File: config.mk
export PLATFORM = sky130hd
export DESIGN_NAME = signal_tower_led_channel_controller_core
export DESIGN_NICKNAME = d
export VERILOG_FILES = /design/src/sv/stlc_pkg.sv /design/src/sv/stlc_timer.sv /design/src/sv/stlc_chan.sv /design/src/sv/signal_tower_led_channel_controller_core.sv
export SDC_FILE = /design/constraint.sdc
export NUM_CORES = 1
export LEC_CHECK = 0
export ABC_AREA = 1
export BUFFER_PORTS_ARGS = -buffer_cell sky130_fd_sc_hd__buf_2
export CAP_MARGIN = 20
export CORE_MARGIN = 4
export CORE_UTILIZATION = 30
export CTS_CLUSTER_DIAMETER = 40
export DETAILED_ROUTE_END_ITERATION = 8
export PLACE_DENSITY = 0.51
export SYNTH_ARGS = -nofsm -noshare
export SYNTH_HDL_FRONTEND = slang
export SYNTH_SLANG_ARGS = --single-unit
File: constraint.sdc
create_clock -name clk -period 3.4 [get_ports clk]
set_clock_uncertainty 0.15 [all_clocks]
set_input_delay 0.17 -clock clk [delete_from_list [all_inputs] [get_ports clk]]
set_output_delay 0.17 -clock clk [all_outputs]
set_load 0.005 [all_outputs]
File: src/sv/stlc_pkg.sv
// Shared types and constants of the signal-tower light controller.
// No dependencies; used by stlc_timer, stlc_chan and the top level.
package stlc_pkg;

  localparam int CHANNELS = 6;
  localparam int NUM_OUT  = 6;
  localparam int LVL_W    = 8;
  localparam int TIMER_W  = 14;
  localparam int DATA_W   = 14;
  localparam int MASK_W   = 6;

  localparam logic [TIMER_W-1:0] TIME_MAX      = TIMER_W'(10000);
  localparam logic [TIMER_W-1:0] BLINK_MS_RST  = TIMER_W'(1000);
  localparam logic [TIMER_W-1:0] TIMEOUT_RST   = TIMER_W'(1000);
  localparam logic [MASK_W-1:0]  SLEEP_MASK_RST = MASK_W'(30);

  typedef enum logic [1:0] {
    FUNC_TICK  = 2'd0,
    FUNC_CMD   = 2'd1,
    FUNC_SLEEP = 2'd2,
    FUNC_FLASH = 2'd3
  } func_t;

  // Stored channel mode
  typedef enum logic [1:0] {
    CM_NONE   = 2'd0,
    CM_STEADY = 2'd1,
    CM_FLASH  = 2'd2,
    CM_BLINK  = 2'd3
  } chan_mode_t;

  // Mode code carried by a channel command
  localparam logic [1:0] CMD_MODE_BAD = 2'd3;

  typedef enum logic [1:0] {
    REG_TOWER_MODE = 2'd0,
    REG_BLINK_MS   = 2'd1,
    REG_TIMEOUT_MS = 2'd2,
    REG_SLEEP_MASK = 2'd3
  } reg_idx_t;

  typedef struct packed {
    logic blink_phase;
    logic flash_phase;
    logic timed_out;
  } phase_t;

endpackage

File: src/sv/stlc_timer.sv
// Blink and flash-timeout counters with their phase bits.
// Depends on stlc_pkg.
module stlc_timer (
  input  logic                          clk,
  input  logic                          rst,
  input  logic                          accept,
  input  stlc_pkg::func_t               func,
  input  logic                          level,
  input  logic [stlc_pkg::TIMER_W-1:0]  blink_ms,
  input  logic [stlc_pkg::TIMER_W-1:0]  timeout_ms,
  output stlc_pkg::phase_t              ph_next
);

  stlc_pkg::phase_t             ph;
  logic [stlc_pkg::TIMER_W-1:0] blink_elapsed;
  logic [stlc_pkg::TIMER_W-1:0] flash_elapsed;
  logic [stlc_pkg::TIMER_W-1:0] blink_elapsed_next;
  logic [stlc_pkg::TIMER_W-1:0] flash_elapsed_next;
  logic [stlc_pkg::TIMER_W-1:0] blink_inc;
  logic [stlc_pkg::TIMER_W-1:0] flash_inc;

  // Saturating increments
  assign blink_inc = (&blink_elapsed) ? blink_elapsed : blink_elapsed + 1'b1;
  assign flash_inc = (&flash_elapsed) ? flash_elapsed : flash_elapsed + 1'b1;

  always_comb begin
    ph_next            = ph;
    blink_elapsed_next = blink_elapsed;
    flash_elapsed_next = flash_elapsed;
    if (accept) begin
      case (func)
        stlc_pkg::FUNC_TICK: begin
          blink_elapsed_next = blink_inc;
          flash_elapsed_next = flash_inc;
          if (blink_inc > blink_ms) begin
            ph_next.blink_phase = ~ph.blink_phase;
            blink_elapsed_next  = '0;
          end
          if (flash_inc > timeout_ms) begin
            ph_next.timed_out  = 1'b1;
            flash_elapsed_next = '0;
          end
        end
        stlc_pkg::FUNC_FLASH: begin
          ph_next.flash_phase = level;
          ph_next.timed_out   = 1'b0;
          flash_elapsed_next  = '0;
        end
        default: begin
        end
      endcase
    end
  end

  always_ff @(posedge clk) begin
    if (rst) begin
      ph            <= '0;
      blink_elapsed <= '0;
      flash_elapsed <= '0;
    end else begin
      ph            <= ph_next;
      blink_elapsed <= blink_elapsed_next;
      flash_elapsed <= flash_elapsed_next;
    end
  end

endmodule

File: src/sv/stlc_chan.sv
// Per-channel mode and brightness store and the drive-value logic.
// Depends on stlc_pkg.
module stlc_chan (
  input  logic                         clk,
  input  logic                         rst,
  input  logic                         cmd,
  input  logic [2:0]                   channel,
  input  logic                         set_mode,
  input  logic [1:0]                   mode,
  input  logic                         set_brightness,
  input  logic [stlc_pkg::LVL_W-1:0]   brightness,
  input  logic                         tower_mode,
  input  logic                         clear_levels,
  input  stlc_pkg::phase_t             ph_next,
  input  logic                         asleep_next,
  input  logic [stlc_pkg::MASK_W-1:0]  sleep_mask,
  output logic [stlc_pkg::LVL_W-1:0]   drive [stlc_pkg::CHANNELS]
);

  stlc_pkg::chan_mode_t       chan_mode      [stlc_pkg::CHANNELS];
  stlc_pkg::chan_mode_t       chan_mode_next [stlc_pkg::CHANNELS];
  logic [stlc_pkg::LVL_W-1:0] chan_level      [stlc_pkg::CHANNELS];
  logic [stlc_pkg::LVL_W-1:0] chan_level_next [stlc_pkg::CHANNELS];
  logic [stlc_pkg::CHANNELS-1:0] dark_mask;
  logic ch_ok;
  logic cmd_ok;
  logic wipe_others;

  // Sleep only reaches the reported channels
  for (genvar g = 0; g < stlc_pkg::CHANNELS; g++) begin : g_mask
    if (g < stlc_pkg::NUM_OUT && g < stlc_pkg::MASK_W) begin : g_on
      assign dark_mask[g] = sleep_mask[g];
    end else begin : g_off
      assign dark_mask[g] = 1'b0;
    end
  end

  assign ch_ok  = (int'(channel) >= 1) && (int'(channel) <= stlc_pkg::CHANNELS);
  assign cmd_ok = cmd && ch_ok && !(set_mode && (mode == stlc_pkg::CMD_MODE_BAD));
  assign wipe_others = cmd_ok && set_brightness && !tower_mode
                       && (int'(channel) != stlc_pkg::CHANNELS);

  always_comb begin
    for (int x = 0; x < stlc_pkg::CHANNELS; x++) begin
      chan_mode_next[x]  = chan_mode[x];
      chan_level_next[x] = chan_level[x];
      if (clear_levels) begin
        chan_level_next[x] = '0;
      end
      if (wipe_others && (x < stlc_pkg::CHANNELS - 1)) begin
        chan_level_next[x] = '0;
      end
      if (cmd_ok && (int'(channel) == x + 1)) begin
        if (set_mode) begin
          chan_mode_next[x] = stlc_pkg::chan_mode_t'(mode + 2'd1);
        end
        if (set_brightness) begin
          chan_level_next[x] = brightness;
        end
      end
    end
  end

  always_comb begin
    for (int x = 0; x < stlc_pkg::CHANNELS; x++) begin
      logic on;
      case (chan_mode_next[x])
        stlc_pkg::CM_STEADY: on = 1'b1;
        stlc_pkg::CM_FLASH:  on = ph_next.timed_out ? ph_next.blink_phase
                                                    : ph_next.flash_phase;
        stlc_pkg::CM_BLINK:  on = ph_next.blink_phase;
        default:             on = 1'b0;
      endcase
      if (asleep_next && dark_mask[x]) begin
        on = 1'b0;
      end
      drive[x] = on ? chan_level_next[x] : '0;
    end
  end

  always_ff @(posedge clk) begin
    if (rst) begin
      for (int x = 0; x < stlc_pkg::CHANNELS; x++) begin
        chan_mode[x]  <= stlc_pkg::CM_NONE;
        chan_level[x] <= '0;
      end
    end else begin
      for (int x = 0; x < stlc_pkg::CHANNELS; x++) begin
        chan_mode[x]  <= chan_mode_next[x];
        chan_level[x] <= chan_level_next[x];
      end
    end
  end

endmodule

File: src/sv/signal_tower_led_channel_controller_core.sv
// Result timing: the drive values for an accepted beat appear on the output
//   register in the next cycle. Throughput: one beat per cycle, set by the
//   single result register, which frees whenever it is taken.
// Reset (rst, synchronous): all channels mode none and dark, phases and
//   counters zero, awake; tower_mode 0, blink_ms and timeout_ms 1000,
//   sleep_mask 30. Depends on stlc_pkg, stlc_timer, stlc_chan.
module signal_tower_led_channel_controller_core (
  input  logic        clk,
  input  logic        rst,
  // config write port
  input  logic        cfg_we,
  input  logic [1:0]  cfg_index,
  input  logic [13:0] cfg_data,
  // input beat
  input  logic        in_valid,
  output logic        in_ready,
  input  logic [1:0]  func,
  input  logic [2:0]  channel,
  input  logic        set_mode,
  input  logic [1:0]  mode,
  input  logic        set_brightness,
  input  logic [7:0]  brightness,
  input  logic        level,
  // result beat
  output logic        out_valid,
  input  logic        out_ready,
  output logic [7:0]  out_ch1,
  output logic [7:0]  out_ch2,
  output logic [7:0]  out_ch3,
  output logic [7:0]  out_ch4,
  output logic [7:0]  out_ch5,
  output logic [7:0]  out_ch6
);

  // Configuration registers
  logic                          tower_mode;
  logic [stlc_pkg::TIMER_W-1:0]  blink_ms;
  logic [stlc_pkg::TIMER_W-1:0]  timeout_ms;
  logic [stlc_pkg::MASK_W-1:0]   sleep_mask;
  logic [stlc_pkg::TIMER_W-1:0]  cfg_time;
  logic                          clear_levels;

  // Item state
  logic                          asleep;
  logic                          asleep_next;
  logic                          accept;
  stlc_pkg::func_t               func_q;
  stlc_pkg::phase_t              ph_next;
  logic [stlc_pkg::LVL_W-1:0]    drive     [stlc_pkg::CHANNELS];
  logic [stlc_pkg::LVL_W-1:0]    out_drive [stlc_pkg::NUM_OUT];
  logic [stlc_pkg::LVL_W-1:0]    out_q     [stlc_pkg::NUM_OUT];

  // The result register parts the two sides: take a new beat whenever the
  // current result is gone or leaving this cycle.
  assign in_ready = !out_valid || out_ready;
  assign accept   = in_valid && in_ready;
  assign func_q   = stlc_pkg::func_t'(func);

  // Clamp timing writes to the legal range
  assign cfg_time = (cfg_data > stlc_pkg::TIME_MAX) ? stlc_pkg::TIME_MAX : cfg_data;

  // Any tower_mode write wipes every brightness
  assign clear_levels = cfg_we && (cfg_index == stlc_pkg::REG_TOWER_MODE);

  always_ff @(posedge clk) begin
    if (rst) begin
      tower_mode <= 1'b0;
      blink_ms   <= stlc_pkg::BLINK_MS_RST;
      timeout_ms <= stlc_pkg::TIMEOUT_RST;
      sleep_mask <= stlc_pkg::SLEEP_MASK_RST;
    end else if (cfg_we) begin
      case (stlc_pkg::reg_idx_t'(cfg_index))
        stlc_pkg::REG_TOWER_MODE: tower_mode <= cfg_data[0];
        stlc_pkg::REG_BLINK_MS:   blink_ms   <= cfg_time;
        stlc_pkg::REG_TIMEOUT_MS: timeout_ms <= cfg_time;
        stlc_pkg::REG_SLEEP_MASK: sleep_mask <= cfg_data[stlc_pkg::MASK_W-1:0];
        default: begin
        end
      endcase
    end
  end

  // Sleep flag follows sleep commands
  assign asleep_next = (accept && (func_q == stlc_pkg::FUNC_SLEEP)) ? level : asleep;

  always_ff @(posedge clk) begin
    if (rst) begin
      asleep <= 1'b0;
    end else begin
      asleep <= asleep_next;
    end
  end

  stlc_timer u_timer (
    .clk        (clk),
    .rst        (rst),
    .accept     (accept),
    .func       (func_q),
    .level      (level),
    .blink_ms   (blink_ms),
    .timeout_ms (timeout_ms),
    .ph_next    (ph_next)
  );

  stlc_chan u_chan (
    .clk            (clk),
    .rst            (rst),
    .cmd            (accept && (func_q == stlc_pkg::FUNC_CMD)),
    .channel        (channel),
    .set_mode       (set_mode),
    .mode           (mode),
    .set_brightness (set_brightness),
    .brightness     (brightness),
    .tower_mode     (tower_mode),
    .clear_levels   (clear_levels),
    .ph_next        (ph_next),
    .asleep_next    (asleep_next),
    .sleep_mask     (sleep_mask),
    .drive          (drive)
  );

  // Report slots beyond the channel count read zero
  for (genvar j = 0; j < stlc_pkg::NUM_OUT; j++) begin : g_out
    if (j < stlc_pkg::CHANNELS) begin : g_used
      assign out_drive[j] = drive[j];
    end else begin : g_unused
      assign out_drive[j] = '0;
    end
  end

  // Result register: load on accept, hold while stalled, drop when taken
  always_ff @(posedge clk) begin
    if (rst) begin
      out_valid <= 1'b0;
    end else if (accept) begin
      out_valid <= 1'b1;
    end else if (out_ready) begin
      out_valid <= 1'b0;
    end
  end

  always_ff @(posedge clk) begin
    if (accept) begin
      for (int j = 0; j < stlc_pkg::NUM_OUT; j++) begin
        out_q[j] <= out_drive[j];
      end
    end
  end

  assign out_ch1 = out_q[0];
  assign out_ch2 = out_q[1];
  assign out_ch3 = out_q[2];
  assign out_ch4 = out_q[3];
  assign out_ch5 = out_q[4];
  assign out_ch6 = out_q[5];

  // Every accepted beat leaves a result behind
  a_accept_gives_result: assert property (@(posedge clk) disable iff (rst)
    accept |=> out_valid)
    else $error("accepted beat produced no result");

  // A flash command always ends the timeout fallback
  a_flash_clears_timeout: assert property (@(posedge clk) disable iff (rst)
    (accept && (func_q == stlc_pkg::FUNC_FLASH)) |-> !ph_next.timed_out)
    else $error("flash command left timeout raised");

  // Timing registers never hold a value above the clamp
  a_timing_clamped: assert property (@(posedge clk) disable iff (rst)
    (blink_ms <= stlc_pkg::TIME_MAX) && (timeout_ms <= stlc_pkg::TIME_MAX))
    else $error("timing register above limit");

  // A sleep command on a masked channel leaves it dark
  a_sleep_darkens: assert property (@(posedge clk) disable iff (rst)
    (accept && (func_q == stlc_pkg::FUNC_SLEEP) && level && sleep_mask[0])
      |=> (out_ch1 == '0))
    else $error("masked channel lit while asleep");

endmodule

==> results of run 1 <==
## through the flow
stage	area (um^2)	cells
after floorplan	8690	1088
after global placement	9820	1569
after detailed placement	9820	1569
after CTS	10700	1627
after global routing	11100	1634
final	11100	1634
## layer usage
layer | vias to the layer above | track usage | share of wire
met5 | - | 0 | 0
met3 | 35 | 0.0248 | 0.041
met4 | 0 | 0.0534 | 0.025
li1 | 3810 | - | -
met1 | 3427 | 0.191 | 0.46
met2 | 131 | 0.238 | 0.48
## power by group
part           internal [mW]  switching [mW]
sequential              2.20          0.0170
combinational          0.126           0.243
clock                  0.976           0.940
total                   3.30            1.20
## cells by family (layout without fill, tap and decap cells)
kind of cell	count (synthesis)	after routing	share of synthesized area
AND/OR/NAND/NOR	491	491	0.269
buffers and inverters	202	364	0.0903
flip-flops	176	176	0.461
AO/OA/AOI/OAI	161	161	0.103
adder cells (fa/ha/maj)	35	35	0.0504
XOR/XNOR	21	21	0.0238
multiplexers	2	2	0.00245
## layout by cell type, fill, tap and decap left out, types with 8 or more instances in the layout
master,Yosys,layout
edfxtp_1,48,48
dlygate4sd3_1,0,26
o22ai_1,20,20
nor2_1,125,116
nand3_2,10,16
dfxtp_1,128,121
inv_2,50,49
buf_2,10,87
nand3_1,64,55
inv_1,114,113
xor2_1,14,13
o21ai_0,27,26
nand2_1,197,178
a21oi_1,55,52
clkbuf_16,0,17
nor2_4,2,10
o211ai_1,13,13
ha_1,35,29
nor2_2,34,35
o21ai_1,39,36
buf_4,3,48
nand2_4,6,11
nor3_1,12,8
nand2_2,14,26
## how the worst max path moves through the flow
stage,depth (start not counted),to,slack [ns],start
3_3_place_gp,21,out_q[0][4]$_SDFFCE_PN0P_,-0.09,u_timer.blink_elapsed[1]$_SDFFE_PP0P_
5_1_grt,24,out_q[2][0]$_SDFFCE_PN0P_,-0.22,u_timer.flash_elapsed[0]$_SDFFE_PP0P_
3_5_place_dp,21,out_q[0][4]$_SDFFCE_PN0P_,-0.15,u_timer.blink_elapsed[1]$_SDFFE_PP0P_
4_1_cts,24,out_q[2][0]$_SDFFCE_PN0P_,0.01,u_timer.flash_elapsed[1]$_SDFFE_PP0P_
2_1_floorplan,24,out_q[1][0]$_SDFFCE_PN0P_,0.28,u_timer.blink_elapsed[0]$_SDFFE_PP0P_
6_report,25,out_q[2][0]$_SDFFCE_PN0P_,0.01,u_timer.flash_elapsed[1]$_SDFFE_PP0P_
## timing repair
action / 4_1_cts / 5_1_grt
buffers inserted: 0 / 7
resized for setup: 10 / 87
hold buffers: 26 / 0
hold endpoints to repair: 43 / 0
setup endpoints to repair: 48 / 62
pin swaps: 2 / 32
## registers in the layout, summed over array words and instances (netlist names)
register	cells
out_valid	1
u_timer.ph	3
tower_mode	1
out_q	48
u_chan.chan_level	48
blink_ms	14
sleep_mask	6
u_chan.chan_mode	12
u_timer.flash_elapsed	14
timeout_ms	14
u_timer.blink_elapsed	14
asleep	1
## layout make-up
cell class,count,area (um^2),share of cell area
inverters,166,631,0.0568
well taps,384,480,0.0433
repair buffers,166,1110,0.100
flip-flops and latches,176,4020,0.361
clock inverters,14,143,0.0128
multi-input cells,710,4300,0.387
clock buffers,18,429,0.0386
==> qor.yml, run 1 <==
p_leak_nw: 4.50
worstMarginPinSlew_ns: 0.879
die_area_um2: 31700
fin_nets: 1311
synthTopCellsByCount: "nand2_1, dfxtp_1, nor2_1, inv_1, nand3_1"
slowest_delay_ns: 0.37
yosys-top-cells-area: "dfxtp_1, edfxtp_1, nand2_1, nor2_1, ha_1"
yosysMostFrequentCell: "nand2_1"
rsz0062_at_grt: "yes"
fin_tns_setup_ns: 0
drc: 0
htreeDepth: 4
diodes: 0
fmax_mhz: 295
crit_path_top_delay_cell: "dfxtp_4"
cts_sinks: 176
yosysUniqueCellTypes: 48
cts_buffers: 17
drv_slew: 0
vias: 7403
startpoint_type: "flop"
synth_nets: 1162
io-pin-count: 89
gp_congestion: 0.802
mappedNetlistArea_um2: 8690
antenna_found_initial: 0
r2r_end: "out_q[2][0]$_SDFFCE_PN0P_"
crit_family: "simple AND/OR/NAND/NOR gates"
port_buffers: 88
vdd_drop_max_uv: 337
ant_nets: 0
avgSynthCellArea_um2: 7.99
clk-insertion-delay-late_ns: 0.43
r2r-start: "u_timer.flash_elapsed[1]$_SDFFE_PP0P_"
p_per_area_nw_per_um2: 405
synth_edf_count: 48
drtIter0Drc: 472
hold_class: "input pin to flop"
relSlewSlack: 0.414
path_clk_slew_ns: 0.08
core_um2: 28600
firstDrtPassIters: 5
rows: 62
rrSetupSlack_ns: 0.01
clk_path_buf_depth: 2
worstHoldStart: "rst"
cp.required_ns: 3.44
fillers: 2991
pre_cts_slack_ns: -0.145
reg2reg_depth: 25
syn-instance-count: 1088
grt_pass1_wl_mm: 36.5
yosysTopAreaCellShare: 0.295
yosys_most_used_dff: "dfxtp_1"
layout_setup_ws_ns: 0.0117
crit_buf_inv: 4
synth_top_area_cell: "dfxtp_1"
fin_util: 0.388
wl_per_cell_um: 13.8
min_period_over_period: 0.997
setup_viol: 0
hold-worst-slack_ns: 0.0330
grt_max_degree: 57
outcome: "finished, final reports clean"
chipWidth_um: 178
synth-async-reset-ratio: 0
grt_use_total: 0.145
hpwlAfterDp_mm: 15.5
die_h_um: 178
worstHoldPathCells: 2
clockRootBuffer: "clkbuf_16"
synth_seq_area_share: 0.461
syn2layout_area_growth_pct: 27.9
power_mw: 4.50
worstPathMaxFanout: 8
overflow: 0
drive_gt1_frac: 0.299
endpoint_kind: "flop"
yosys_warnings: 0
hold_violations: 0
first_global_vias: 7123
critPathKind: "flop to flop"
fin_crit_ns: 3.39
wirelength_mm: 22.5
hold_end: "u_chan.chan_level[0][34]$_SDFF_PP0_"
crit_arrival_ns: 3.43
worst_path_most_repeated_cell: "nand2_1"
vias_per_cell: 4.53
maxCapViolations: 0
start_util: 0.304
yosys_register_bits: 176
cts_tree: "built"
No activity file was read; power rests on OpenSTA's default activity.
==> run 2, diff against run 1 <==
Settings changed: BUFFER_PORTS_ARGS -buffer_cell sky130_fd_sc_hd__buf_2 to -buffer_cell sky130_fd_sc_hd__buf_4.
==> run 2 against run 1 <==
Compared with the run above:
- sequential share of layout area fell by 1.1 points
- highest routed layer unchanged
- non-clock buffer count rose by 6
- largest power group unchanged
- clock power rose by 4%
==> qor.yml, run 2 (same netlist as run 1, synthesis figures left out) <==
outcome: "finished, final reports clean"  # unchanged
io-pin-count: 89  # unchanged
endpoint_kind: "flop"  # unchanged
vias: 7318  # was 7403
top_regs: "out_q x48, u_chan.chan_level x48"  # unchanged
cts_sinks: 176  # unchanged
r2r-start: "u_timer.blink_elapsed[0]$_SDFFE_PP0P_"  # was u_timer.flash_elapsed[1]$_SDFFE_PP0P_
dp_cells: 1570  # was 1569
final_common_cell: "nand2_1"  # unchanged
p_leak_nw: 4.61  # was 4.50 nW
cts_tree: "built"  # unchanged
gp_congestion: 0.813  # was 0.802
grt_use_total: 0.141  # was 0.145
antenna_found_initial: 0  # unchanged
crit_path_top_delay_cell: "dfxtp_2"  # was dfxtp_4
multi_input_area_um2: 4380  # was 4300 um^2
relSlewSlack: 0.420  # was 0.414
p_per_area_nw_per_um2: 402  # was 405 nW/um^2
worstMarginPinSlew_ns: 0.869  # was 0.879 ns
fmax_mhz: 294  # was 295 MHz
final_cell_mix: "nand2_1, buf_4, dfxtp_1"  # was nand2_1, dfxtp_1, nor2_1
wl_per_cell_um: 13.5  # was 13.8 um
slowest_delay_ns: 0.36  # was 0.37 ns
crit_arrival_ns: 3.44  # was 3.43 ns
startpoint_type: "flop"  # unchanged
fillers: 2874  # was 2991
drc: 0  # unchanged
drtIter0Drc: 417  # was 472
grt_max_degree: 54  # was 57
ant_nets: 0  # unchanged
core_um2: 28600  # unchanged
crit_buf_inv: 3  # was 4
crit_family: "simple AND/OR/NAND/NOR gates"  # unchanged
grt_pass1_wl_mm: 35.8  # was 36.5 mm
path_clk_slew_ns: 0.07  # was 0.08 ns
rsz0062_at_grt: "yes"  # unchanged
cp.required_ns: 3.44  # about the same
finalNonFillerCells: 1640  # was 1634
worstHoldStart: "cfg_index[1]"  # was rst
critPathKind: "flop to flop"  # unchanged
firstDrtPassIters: 5  # unchanged
cts_buffers: 17  # unchanged
worstPathMaxFanout: 8  # unchanged
clockRootBuffer: "clkbuf_16"  # unchanged
die_h_um: 178  # unchanged
htreeDepth: 4  # unchanged
die_area_um2: 31700  # unchanged
fin_crit_ns: 3.40  # was 3.39 ns
hpwlAfterDp_mm: 15.5  # about the same
clk_path_buf_depth: 2  # unchanged
first_global_vias: 6989  # was 7123
startpoint: "u_timer.blink_elapsed[0]$_SDFFE_PP0P_"  # was u_timer.flash_elapsed[1]$_SDFFE_PP0P_
drv_slew: 0  # unchanged
syn2layout_area_growth_pct: 31.9  # was 27.9%
diodes: 0  # unchanged
vdd_drop_max_uv: 279  # was 337 uV
hold_class: "input pin to flop"  # unchanged
cp_cell_sequence: "ha_4, inv_4, nor3_4, nand2_2, nor2_4, nand3_4, buf_6, nand4_1, xor2_2, ha_1, nand2_2, inv_1, nand2_1, nand3_1, nand2_1, nand2_2, nand2_1, nand2_1, nand2_2, nand3_4, nand3_2, nand2_4, nand2_8, nor2_2"
chipWidth_um: 178  # unchanged
wirelength_mm: 22.1  # was 22.5 mm
clk-insertion-delay-late_ns: 0.43  # about the same
overflow: 0  # unchanged
power_mw: 4.60  # was 4.50 mW
min_period_over_period: 1.00  # was 0.997
setup_viol: 0  # unchanged
fin_nets: 1317  # was 1311
start_util: 0.304  # unchanged
maxCapViolations: 0  # unchanged
rows: 62  # unchanged
vias_per_cell: 4.46  # was 4.53
seqCellArea_um2: 4010  # was 4020 um^2
port_buffers: 88  # unchanged
drive_gt1_frac: 0.299  # about the same
hold_violations: 0  # unchanged
run 2: cell count changes in the layout (fill, tap and decap cells not counted), moves of 4 or more:
cell	before	now
buf_4	48	144
nor2_4	10	25
dfxtp_2	6	2
nor2_2	35	22
buf_2	87	0
run 2: cell type report:
type | instances | share of cell area
multi-input combinational | 710 | 0.382
sequential | 176 | 0.350
inverter | 166 | 0.0548
clock inverter | 14 | 0.0146
timing repair buffer | 172 | 0.119
clock buffer | 18 | 0.0374
tap | 384 | 0.0419
run 2: final timing paths:
path | endpoint | slack [ns] | cells past startpoint
worst min register to register | timeout_ms[11]$_SDFFE_PP0P_ | 0.32 | 2
worst max register to register | out_q[3][3]$_SDFFCE_PN0P_ | 0.0002 | 24
worst min-delay path | tower_mode$_SDFFE_PP0P_ | 0.03 | 4
worst max-delay path | out_q[3][3]$_SDFFCE_PN0P_ | 0.0002 | 24
run 2: metrics by stage:
step	area (um^2)	setup TNS (ns)	util	hold WS [ns]	setup slack [ns]
6_report	11500	0	0.400	0.0314	0.000227
5_1_grt	11500	-10.67	0.400	0.0544	-0.236
4_1_cts	11000	0	0.383	0.0147	0.0219
3_5_place_dp	10000	-7.23	0.351	0.289	-0.165
3_3_place_gp	10000	-4.78	0.351	0.287	-0.109
2_1_floorplan	8690	0	-	0.146	0.281
run 2: worst register-to-register path, cell delays in order, from the launching register on:
cell and delay [ns]:
dfxtp_2 0.36, ha_4 0.16, inv_4 0.04, nor3_4 0.17, nand2_2 0.11, nor2_4 0.14, nand3_4 0.12, buf_6 0.14
nand4_1 0.10, xor2_2 0.16, ha_1 0.28, nand2_2 0.11, inv_1 0.04, nand2_1 0.05, nand3_1 0.08, nand2_1 0.11
nand2_2 0.06, nand2_1 0.06, nand2_1 0.05, nand2_2 0.11, nand3_4 0.17, nand3_2 0.15, nand2_4 0.07, nand2_8 0.14
nor2_2 0.04
run 2: power breakdown:
part	switching, mW	leakage (nW)	internal [mW]	total, mW
Sequential	0.0187	1.53	2.20	2.22
Clock	0.940	0.289	1.05	1.99
Combinational	0.241	2.79	0.150	0.392
run 2: repair_timing:
action                                 4_1_cts  5_1_grt
setup endpoints to repair                   48       50
resized for setup                           15       92
setup buffers                                0       12
pin swaps                                    2       40
hold buffers                                26        0
endpoints found under the hold margin       43        0
run 2: layer usage:
layer / wire length, um / GRT usage
met5: 0 / 0
met4: 320 / 0.0397
met3: 649 / 0.0248
met2: 10800 / 0.235
met1: 10300 / 0.188
